File: src/sv/bioi_pkg.sv
// Shared types and constants for the box intersection-over-union pipeline.
// No dependencies; every other file imports this package.
package bioi_pkg;

    // Field widths of the input beat
    localparam int COORD_W       = 12;
    localparam int SIZE_W        = 11;
    // Right and bottom edges: signed corner plus unsigned size
    localparam int EDGE_W        = COORD_W + 1;
    // Areas and the union
    localparam int AREA_W        = 2 * SIZE_W;
    localparam int UNION_W       = AREA_W + 1;
    localparam int TRIAL_W       = UNION_W + 1;

    // Fixed-point format of the ratio
    localparam int FRACTION_BITS = 16;
    localparam int RATIO_W       = FRACTION_BITS + 1;
    localparam logic [RATIO_W-1:0] RATIO_ONE = {1'b1, {FRACTION_BITS{1'b0}}};

    // One quotient bit per divider stage, three stages ahead of the divider
    localparam int DIV_STEPS     = RATIO_W;
    localparam int FRONT_STAGES  = 3;
    localparam int PIPE_STAGES   = FRONT_STAGES + DIV_STEPS;

    // Input beat
    typedef struct packed {
        logic signed [COORD_W-1:0] a_left;
        logic signed [COORD_W-1:0] a_top;
        logic        [SIZE_W-1:0]  a_width;
        logic        [SIZE_W-1:0]  a_height;
        logic signed [COORD_W-1:0] b_left;
        logic signed [COORD_W-1:0] b_top;
        logic        [SIZE_W-1:0]  b_width;
        logic        [SIZE_W-1:0]  b_height;
    } t_bioi_in;

    // Output beat
    typedef struct packed {
        logic [RATIO_W-1:0] overlap_ratio;
        logic               empty_union;
    } t_bioi_out;

    // Overlap extents and box sizes after the first stage
    typedef struct packed {
        logic [SIZE_W-1:0] cols;
        logic [SIZE_W-1:0] rows;
        logic [SIZE_W-1:0] a_width;
        logic [SIZE_W-1:0] a_height;
        logic [SIZE_W-1:0] b_width;
        logic [SIZE_W-1:0] b_height;
    } t_bioi_ovl;

    // Divider working set carried from stage to stage
    typedef struct packed {
        logic [UNION_W-1:0] rem;
        logic [UNION_W-1:0] uni;
        logic [RATIO_W-1:0] quo;
        logic               empty;
    } t_bioi_div;

endpackage

File: src/sv/bioi_overlap.sv
// Stage one: box edges, separation test and clamped overlap on each axis.
// Depends on bioi_pkg.
module bioi_overlap (
    input  logic                 i_clk,
    input  logic                 i_en,
    input  bioi_pkg::t_bioi_in   i_data,
    output bioi_pkg::t_bioi_ovl  o_data
);
    import bioi_pkg::*;

    logic signed [EDGE_W-1:0] ax, ay, bx, by;
    logic signed [EDGE_W-1:0] ar, ab, br, bb;
    logic signed [EDGE_W-1:0] x_hi, x_lo, y_hi, y_lo;
    logic signed [EDGE_W-1:0] x_span, y_span;
    logic                     apart;
    t_bioi_ovl                n_data, r_data;

    // Sign-extend corners, add zero-extended sizes
    always_comb begin
        ax = {i_data.a_left[COORD_W-1], i_data.a_left};
        ay = {i_data.a_top[COORD_W-1],  i_data.a_top};
        bx = {i_data.b_left[COORD_W-1], i_data.b_left};
        by = {i_data.b_top[COORD_W-1],  i_data.b_top};
        ar = ax + $signed({2'b00, i_data.a_width});
        ab = ay + $signed({2'b00, i_data.a_height});
        br = bx + $signed({2'b00, i_data.b_width});
        bb = by + $signed({2'b00, i_data.b_height});
    end

    // Separated on either axis gives no overlap
    always_comb begin
        apart  = (ax > br) || (ay > bb) || (ar < bx) || (ab < by);
        x_hi   = (ar < br) ? ar : br;
        x_lo   = (ax > bx) ? ax : bx;
        y_hi   = (ab < bb) ? ab : bb;
        y_lo   = (ay > by) ? ay : by;
        x_span = x_hi - x_lo;
        y_span = y_hi - y_lo;
        // not apart: spans lie in 0..min(size), so the low bits are exact
        n_data.cols     = apart ? '0 : x_span[SIZE_W-1:0];
        n_data.rows     = apart ? '0 : y_span[SIZE_W-1:0];
        n_data.a_width  = i_data.a_width;
        n_data.a_height = i_data.a_height;
        n_data.b_width  = i_data.b_width;
        n_data.b_height = i_data.b_height;
    end

    always_ff @(posedge i_clk) begin
        if (i_en) begin
            r_data <= n_data;
        end
    end

    assign o_data = r_data;

endmodule

File: src/sv/bioi_area.sv
// Stages two and three: intersection and box areas, then the union.
// Depends on bioi_pkg; feeds the first divider stage.
module bioi_area (
    input  logic                 i_clk,
    input  logic                 i_en,
    input  bioi_pkg::t_bioi_ovl  i_data,
    output bioi_pkg::t_bioi_div  o_data
);
    import bioi_pkg::*;

    logic [AREA_W-1:0]  r_inter, r_area_a, r_area_b;
    logic [UNION_W-1:0] n_uni;
    t_bioi_div          n_div, r_div;

    // Three 11x11 products side by side
    always_ff @(posedge i_clk) begin
        if (i_en) begin
            r_inter  <= AREA_W'(i_data.cols)    * AREA_W'(i_data.rows);
            r_area_a <= AREA_W'(i_data.a_width) * AREA_W'(i_data.a_height);
            r_area_b <= AREA_W'(i_data.b_width) * AREA_W'(i_data.b_height);
        end
    end

    // Union never goes negative: the intersection is within each area
    always_comb begin
        n_uni       = {1'b0, r_area_a} + {1'b0, r_area_b} - {1'b0, r_inter};
        n_div.rem   = {1'b0, r_inter};
        n_div.uni   = n_uni;
        n_div.quo   = '0;
        n_div.empty = (n_uni == '0);
    end

    always_ff @(posedge i_clk) begin
        if (i_en) begin
            r_div <= n_div;
        end
    end

    assign o_data = r_div;

endmodule

File: src/sv/bioi_div_step.sv
// One restoring-division stage: one quotient bit per register stage.
// Depends on bioi_pkg; the caller supplies the shifted trial remainder.
module bioi_div_step (
    input  logic                            i_clk,
    input  logic                            i_en,
    input  logic [bioi_pkg::TRIAL_W-1:0]    i_trial,
    input  bioi_pkg::t_bioi_div             i_data,
    output bioi_pkg::t_bioi_div             o_data
);
    import bioi_pkg::*;

    logic [TRIAL_W-1:0] divisor, diff;
    logic               ge;
    t_bioi_div          n_data, r_data;

    // Compare and subtract; the kept remainder stays below a nonzero union
    always_comb begin
        divisor      = {1'b0, i_data.uni};
        ge           = (i_trial >= divisor);
        diff         = i_trial - divisor;
        n_data.rem   = ge ? diff[UNION_W-1:0] : i_trial[UNION_W-1:0];
        n_data.uni   = i_data.uni;
        n_data.quo   = {i_data.quo[RATIO_W-2:0], ge};
        n_data.empty = i_data.empty;
    end

    always_ff @(posedge i_clk) begin
        if (i_en) begin
            r_data <= n_data;
        end
    end

    assign o_data = r_data;

endmodule

File: src/sv/bioi_out_queue.sv
// Two-entry output queue (head register plus skid) at the result port.
// Depends on bioi_pkg.
module bioi_out_queue (
    input  logic                 i_clk,
    input  logic                 i_rst_n,
    input  logic                 i_push,
    input  bioi_pkg::t_bioi_out  i_data,
    input  logic                 i_ready,
    output logic                 o_valid,
    output bioi_pkg::t_bioi_out  o_data,
    output logic                 o_full
);
    import bioi_pkg::*;

    t_bioi_out r_head, r_skid;
    logic      r_head_valid, r_skid_valid;
    logic      pop;

    assign pop = r_head_valid && i_ready;

    // Valid flags
    always_ff @(posedge i_clk) begin
        if (!i_rst_n) begin
            r_head_valid <= 1'b0;
            r_skid_valid <= 1'b0;
        end else if (pop) begin
            r_head_valid <= r_skid_valid || i_push;
            r_skid_valid <= r_skid_valid && i_push;
        end else if (i_push) begin
            r_head_valid <= 1'b1;
            r_skid_valid <= r_head_valid;
        end
    end

    // Payload moves
    always_ff @(posedge i_clk) begin
        if (pop) begin
            r_head <= r_skid_valid ? r_skid : i_data;
            if (r_skid_valid && i_push) begin
                r_skid <= i_data;
            end
        end else if (i_push) begin
            if (r_head_valid) begin
                r_skid <= i_data;
            end else begin
                r_head <= i_data;
            end
        end
    end

    assign o_valid = r_head_valid;
    assign o_data  = r_head;
    assign o_full  = r_skid_valid;

endmodule

File: src/sv/box_intersection_over_union_top.sv
// Top level of the box intersection-over-union pipeline.
// Depends on bioi_pkg, bioi_overlap, bioi_area, bioi_div_step, bioi_out_queue.
//
//   channel   direction  valid        ready         payload
//   -------   ---------  ----------   -----------   ----------------------
//   in        input      i_in_valid   o_in_ready    i_in_data  (t_bioi_in)
//   out       output     o_out_valid  i_out_ready   o_out_data (t_bioi_out)
//
// One beat per cycle sustained while the output accepts. Register stages:
// 3 + FRACTION_BITS + 1 (20 by default) plus the output register: edges,
// products, union, then one restoring-divider stage per quotient bit.
// Synchronous active-low reset clears every stage valid bit and the queue.
// The whole pipeline holds only when its last stage and both queue entries
// are full and the output is stalled.
module box_intersection_over_union_top (
    input  logic                 i_clk,
    input  logic                 i_rst_n,
    input  logic                 i_in_valid,
    output logic                 o_in_ready,
    input  bioi_pkg::t_bioi_in   i_in_data,
    output logic                 o_out_valid,
    input  logic                 i_out_ready,
    output bioi_pkg::t_bioi_out  o_out_data
);
    import bioi_pkg::*;

    logic [PIPE_STAGES-1:0] r_valid, n_valid;
    logic                   en;
    logic                   q_full;
    t_bioi_ovl              ovl;
    t_bioi_div              div_s [DIV_STEPS+1];
    t_bioi_out              result;

    // Pipeline advance: last stage empty, queue has room, or queue drains
    assign en         = !r_valid[PIPE_STAGES-1] || !q_full || i_out_ready;
    assign o_in_ready = en;

    // Valid bits move with the data
    always_comb begin
        n_valid = r_valid;
        if (en) begin
            n_valid = {r_valid[PIPE_STAGES-2:0], i_in_valid};
        end
    end

    always_ff @(posedge i_clk) begin
        if (!i_rst_n) begin
            r_valid <= '0;
        end else begin
            r_valid <= n_valid;
        end
    end

    bioi_overlap u_overlap (
        .i_clk  (i_clk),
        .i_en   (en),
        .i_data (i_in_data),
        .o_data (ovl)
    );

    bioi_area u_area (
        .i_clk  (i_clk),
        .i_en   (en),
        .i_data (ovl),
        .o_data (div_s[0])
    );

    // Divider chain: the top bit compares the intersection itself,
    // later bits compare the doubled remainder
    for (genvar k = 0; k < DIV_STEPS; k++) begin : g_div
        logic [TRIAL_W-1:0] trial;
        if (k == 0) begin : g_first
            assign trial = {1'b0, div_s[k].rem};
        end else begin : g_next
            assign trial = {div_s[k].rem, 1'b0};
        end
        bioi_div_step u_step (
            .i_clk   (i_clk),
            .i_en    (en),
            .i_trial (trial),
            .i_data  (div_s[k]),
            .o_data  (div_s[k+1])
        );
    end

    // Empty union forces the ratio to zero
    always_comb begin
        result.overlap_ratio = div_s[DIV_STEPS].empty ? '0 : div_s[DIV_STEPS].quo;
        result.empty_union   = div_s[DIV_STEPS].empty;
    end

    bioi_out_queue u_queue (
        .i_clk   (i_clk),
        .i_rst_n (i_rst_n),
        .i_push  (r_valid[PIPE_STAGES-1] && en),
        .i_data  (result),
        .i_ready (i_out_ready),
        .o_valid (o_out_valid),
        .o_data  (o_out_data),
        .o_full  (q_full)
    );

endmodule

File: config.mk
export PLATFORM = sky130hd
export DESIGN_NAME = box_intersection_over_union_top
export DESIGN_NICKNAME = d
export VERILOG_FILES = /design/src/sv/bioi_pkg.sv /design/src/sv/bioi_overlap.sv /design/src/sv/bioi_area.sv /design/src/sv/bioi_div_step.sv /design/src/sv/bioi_out_queue.sv /design/src/sv/box_intersection_over_union_top.sv
export SDC_FILE = /design/constraint.sdc
export NUM_CORES = 2
export LEC_CHECK = 0
export BUFFER_PORTS_ARGS = -buffer_cell sky130_fd_sc_hd__buf_2
export CORE_ASPECT_RATIO = 1.1
export CORE_MARGIN = 2
export CORE_UTILIZATION = 66
export CTS_CLUSTER_DIAMETER = 120
export DETAILED_ROUTE_END_ITERATION = 16
export PLACE_DENSITY = 0.83
export SYNTH_ARGS = -nofsm -noshare
export SYNTH_HDL_FRONTEND = slang
export SYNTH_SLANG_ARGS = --single-unit
File: constraint.sdc
create_clock -name i_clk -period 92.4 [get_ports i_clk]
set_clock_uncertainty 0.05 [all_clocks]
set_input_delay 9.24 -clock i_clk [delete_from_list [all_inputs] [get_ports i_clk]]
set_output_delay 9.24 -clock i_clk [all_outputs]
set_load 0.03 [all_outputs]
Yosys cells after proc, flatten, opt, wreduce, memory -nomap -nowiden --
Cells that the tools add are included.
Cells by class: muxes and demuxes 33, equality and inequality tests 2, multiply operators 3, order comparisons 25, reduce and logical (&&, ||, !) cells 16, $add $sub $neg 24
Operators with widths (number):
- greater-or-equal comparator 24 x 23 -> 1 bit | 16
- 2-to-1 mux 23 bit | 15
- subtractor 23 bit | 15
- 2-to-1 mux 18 bit | 8
- multiplier 11 x 11 -> 22 bit | 3
- adder 12 x 12 -> 13 bit | 4
- 2-to-1 mux 11 bit | 4
- > comparator 12 x 13 -> 1 bit | 2
- < comparator 13 x 12 -> 1 bit | 2
- < comparator 13 bit | 2
- > comparator 12 bit | 2
- adder 22 x 22 -> 23 bit | 1
- greater-or-equal comparator 22 x 23 -> 1 bit | 1
- zero test 23 bit | 1
- subtractor 22 x 23 -> 23 bit | 1
- subtractor 23 x 22 -> 23 bit | 1
- 2-to-1 mux 22 bit | 1
- subtractor 11 bit | 2
- 2-to-1 mux 17 bit | 1
- logical OR 1 bit | 6
- 2-to-1 mux 1 bit | 4
- != test 2 bit, second input constant | 2
- nonzero test 2 bit | 2
- logical AND 1 bit | 3
- other kinds (3) | 4
Word-level totals: output and inout bits 20, register bits 1142, word-level logic and storage cells 204

Depth between registers and ports, before layout --
word-level depth 7, gate-level depth with buffers 32

Modules after synthesis --
A second synthesis with hierarchy kept.
Unflattened totals: cells, all modules 7898, area, all modules 88529.9 um^2
Modules (own cells, without submodules):
- bioi_div_step (g_div[0].u_step ...) | cells each 300, area an instance 3602.2 um^2, instances 15, seq. area each 1921.8 um^2
- bioi_area | cells each 1819, area an instance 17404.2 um^2, instances 1, seq. area each 3363.2 um^2
- bioi_overlap | cells each 802, area an instance 7527.2 um^2, instances 1, seq. area each 1981.9 um^2
- bioi_div_step (g_div[8].u_step) | cells each 301, area an instance 3699.8 um^2, instances 1, seq. area each 1921.8 um^2
- bioi_div_step (g_div[9].u_step) | cells each 320, area an instance 3562.2 um^2, instances 1, seq. area each 1921.8 um^2
- bioi_out_queue | cells each 69, area an instance 1447.6 um^2, instances 1, seq. area each 1121.1 um^2
- box_intersection_over_union_top | cells each 87, area an instance 855.8 um^2, instances 1, seq. area each 400.4 um^2

Least setup slack after synthesis --
Ideal clock, no wire load.
path kind in2out, from input i_out_ready, to output o_in_ready, path buffers 1, stages on the path 4, setup slack 43.918 ns, required time 83.110 ns, data arrival time 39.192 ns, cell sequence nor2b_1 and2_1 inv_1 clkbuf_1
On the way: word-level cells in the longest chain between the ends 1
RTL lines:
- start: declaration | RTL line box_intersection_over_union_top.sv:22 | input logic i_out_ready,
- logical OR 1 bit | RTL line box_intersection_over_union_top.sv:35 | assign en = !r_valid[PIPE_STAGES-1] || !q_full || i_out_ready;
- end: declaration | RTL line box_intersection_over_union_top.sv:19 | output logic o_in_ready,
No other way between the ends.

Final worst setup path --
Ends and elaborated chain as after synthesis.

==> metrics.txt <==
min cycle time layout=20.16 ns; setup TNS=0 ns; P_int=1.82 mW; Peak VDD IR=0.0299 mV; die height=360 um; Hold Vio Cnt, Final=0; synthesis-to-finish area growth=8.41%; antenna-violating nets left=0; Yosys top cell by area=edfxtp_1; Synthesis Warnings=0; final setup vio count=0; Main synth FF type=edfxtp_1; vias in the first global route=53100; GPL Wtd Cong=0.935; Port Buf Inserts=115; ANT cells=0; LEAKAGE=37.9 nW; chip width=328 um; fin cells=8590; Post-Syn Area=76000 um^2; switching pwr=1.20 mW; total gr overflow=0; DPL Wire Length=131 mm; commonest cells in the netlist=1120 x edfxtp_1, 971 x inv_1, 740 x ha_1, 481 x nand2_1, 409 x a21oi_1; DR vias/cell=5.96; post-cts resize count=0; Mapped Cells=6840; # DRC=0; global-route wire length before repair=275 mm; Initial Utilization=0.666; MaxCap Viol Count=0; Routed wire per std cell=20.1 um; post-synthesis sequential area ratio=0.448; H-tree levels=3; Setup Fix Bufs, Post-CTS=0; Gate power share=0.511; CTS sink cnt=1142; I/O Pins=116; CTS Hold Bufs=0; clk_lat worst skew=0.76 ns; share of the synthesized area in the top cell type=0.443; RSZ-0062 raised after global routing=no; Crit. End Element=primary output; layout net count=8090; top cells by area, synth=edfxtp_1 44%, ha_1 12%, fa_1 7.5%; placement row count=130; TritonRoute pass-1 iters=8; Overall Global Routing Usage=0.294; Final Slew Violations=0; CP Data Required Time=83.11 ns; Worst Tran Pin Value=1.22 ns; clock buffer depth=3; initial antenna violation count=5; pin count of the biggest net entering global routing=196; number of enable flip-flop cells after synthesis=1120; Power, Total=3.02 mW; maximum clock rate=49.6 MHz; Max transition margin=0.185; power density cells=36.6 nW/um^2; Avg Cell Area, Syn=11.1 um^2; outcome=finished, final reports clean; critical path class=in -> out; crit start category=primary input; CTS tree=built; share of the core filled with cells=0.721; Async SR Flop Fraction=0; Detailed Route WL=173 mm; layout cells sized above 1=0.0906; Iter 0 DRT Violations=3625; routed vias=51200; CTS buffer count=117; Reg clk slew, reported paths=0.06 ns; switching part of the total power=0.398; Reg power frac=0.320; Hold Crit Class=reg -> reg; CP max FO=30; Total Die Area=118000 um^2; Syn Nets=7960; #FFs+latches synth=1142; Critical Path AT=10.87 ns; CTS Root Cell=clkbuf_16; clock power share=0.169; final worst-path cycle share=0.218; area of the core=114000 um^2; count leader, synth=edfxtp_1; Yosys cell types=92; Placed Cells=8369
sequential cells by signal, summed over array words and instances (netlist names):
register	cells
g_div.u_step.o_data	906
r_valid	20
u_area.r_area_b	22
u_queue.o_data	18
u_queue.o_valid	1
u_area.r_area_a	22
u_area.o_data	46
u_overlap.o_data	66
u_queue.r_skid	18
u_queue.o_full	1
u_area.r_inter	22
cell type report:
type / count / area (um^2)
clock inverter: 87 / 1180
tap: 1518 / 1900
fill: 7739 / 31800
clock buffer: 134 / 2990
sequential: 1142 / 34100
timing repair buffer: 144 / 818
inverter: 971 / 3650
multi-input combinational: 4594 / 37800
cell usage in the layout (no fill, tap or decap), types with 108 or more instances in the layout:
master,synthesis,layout
clkbuf_16,0,117
inv_1,971,970
xor2_1,115,115
nand2_1,481,481
nor2_1,372,372
fa_1,284,284
edfxtp_1,1120,1120
mux2_2,259,259
o21ai_0,233,233
a21o_1,181,181
nor2b_1,108,108
ha_1,740,740
xnor2_1,293,293
a21oi_1,409,408
and2_1,181,181
buf_2,25,115
worst max-delay path, stage by stage:
cell and delay, ns:
buf_2 0.12, nor2b_1 0.17, and2_1 0.71, inv_8 0.22, buf_2 0.31
per-layer routing:
metal / track usage / up-vias / share of wire
li1: - / 24200 / -
met1: 0.328 / 24900 / 0.37
met2: 0.546 / 1662 / 0.53
met3: 0.0361 / 416 / 0.052
met4: 0.152 / 10 / 0.054
met5: 0 / - / 0.00034
per-stage QoR:
step,cell area [um^2],setup WS [ns],hold slack [ns]
floorplan,76000,43.92,0.350
global placement,78200,72.24,0.351
detailed placement,78200,72.27,0.355
CTS,82400,72.24,0.320
global route,82400,72.11,0.330
finish,82400,72.24,0.327
cells by family after synthesis:
group / after synthesis / share of synthesized area
XOR/XNOR: 408 / 0.0470
multiplexers: 297 / 0.0434
buffers and inverters: 1104 / 0.0552
AO/OA/AOI/OAI: 1286 / 0.109
flip-flops: 1142 / 0.448
adder cells (fa/ha/maj): 1026 / 0.197
AND/OR/NAND/NOR: 1577 / 0.100
power by group through the flow:
stage	clock, mW	sequential (mW)	combinational [mW]
floorplan	0	0.903	1.18
global placement	0	0.967	1.43
detailed placement	0	0.973	1.49
CTS	0.516	0.966	1.52
global route	0.536	0.983	1.70
finish	0.510	0.966	1.54
final timing paths:
path | slack (ns) | to | startpoint | depth (start not counted)
setup / recovery | 72.24 | o_in_ready | i_out_ready | 5
hold / removal | 0.33 | g_div[5].u_step.o_data[5] | g_div[4].u_step.o_data[4] | 0
setup reg to reg | 85.97 | u_area.r_area_a[20] | u_overlap.o_data[26] | 18
hold reg to reg | 0.33 | g_div[5].u_step.o_data[5] | g_div[4].u_step.o_data[4] | 0
No activity file was read; power rests on OpenSTA's default activity.
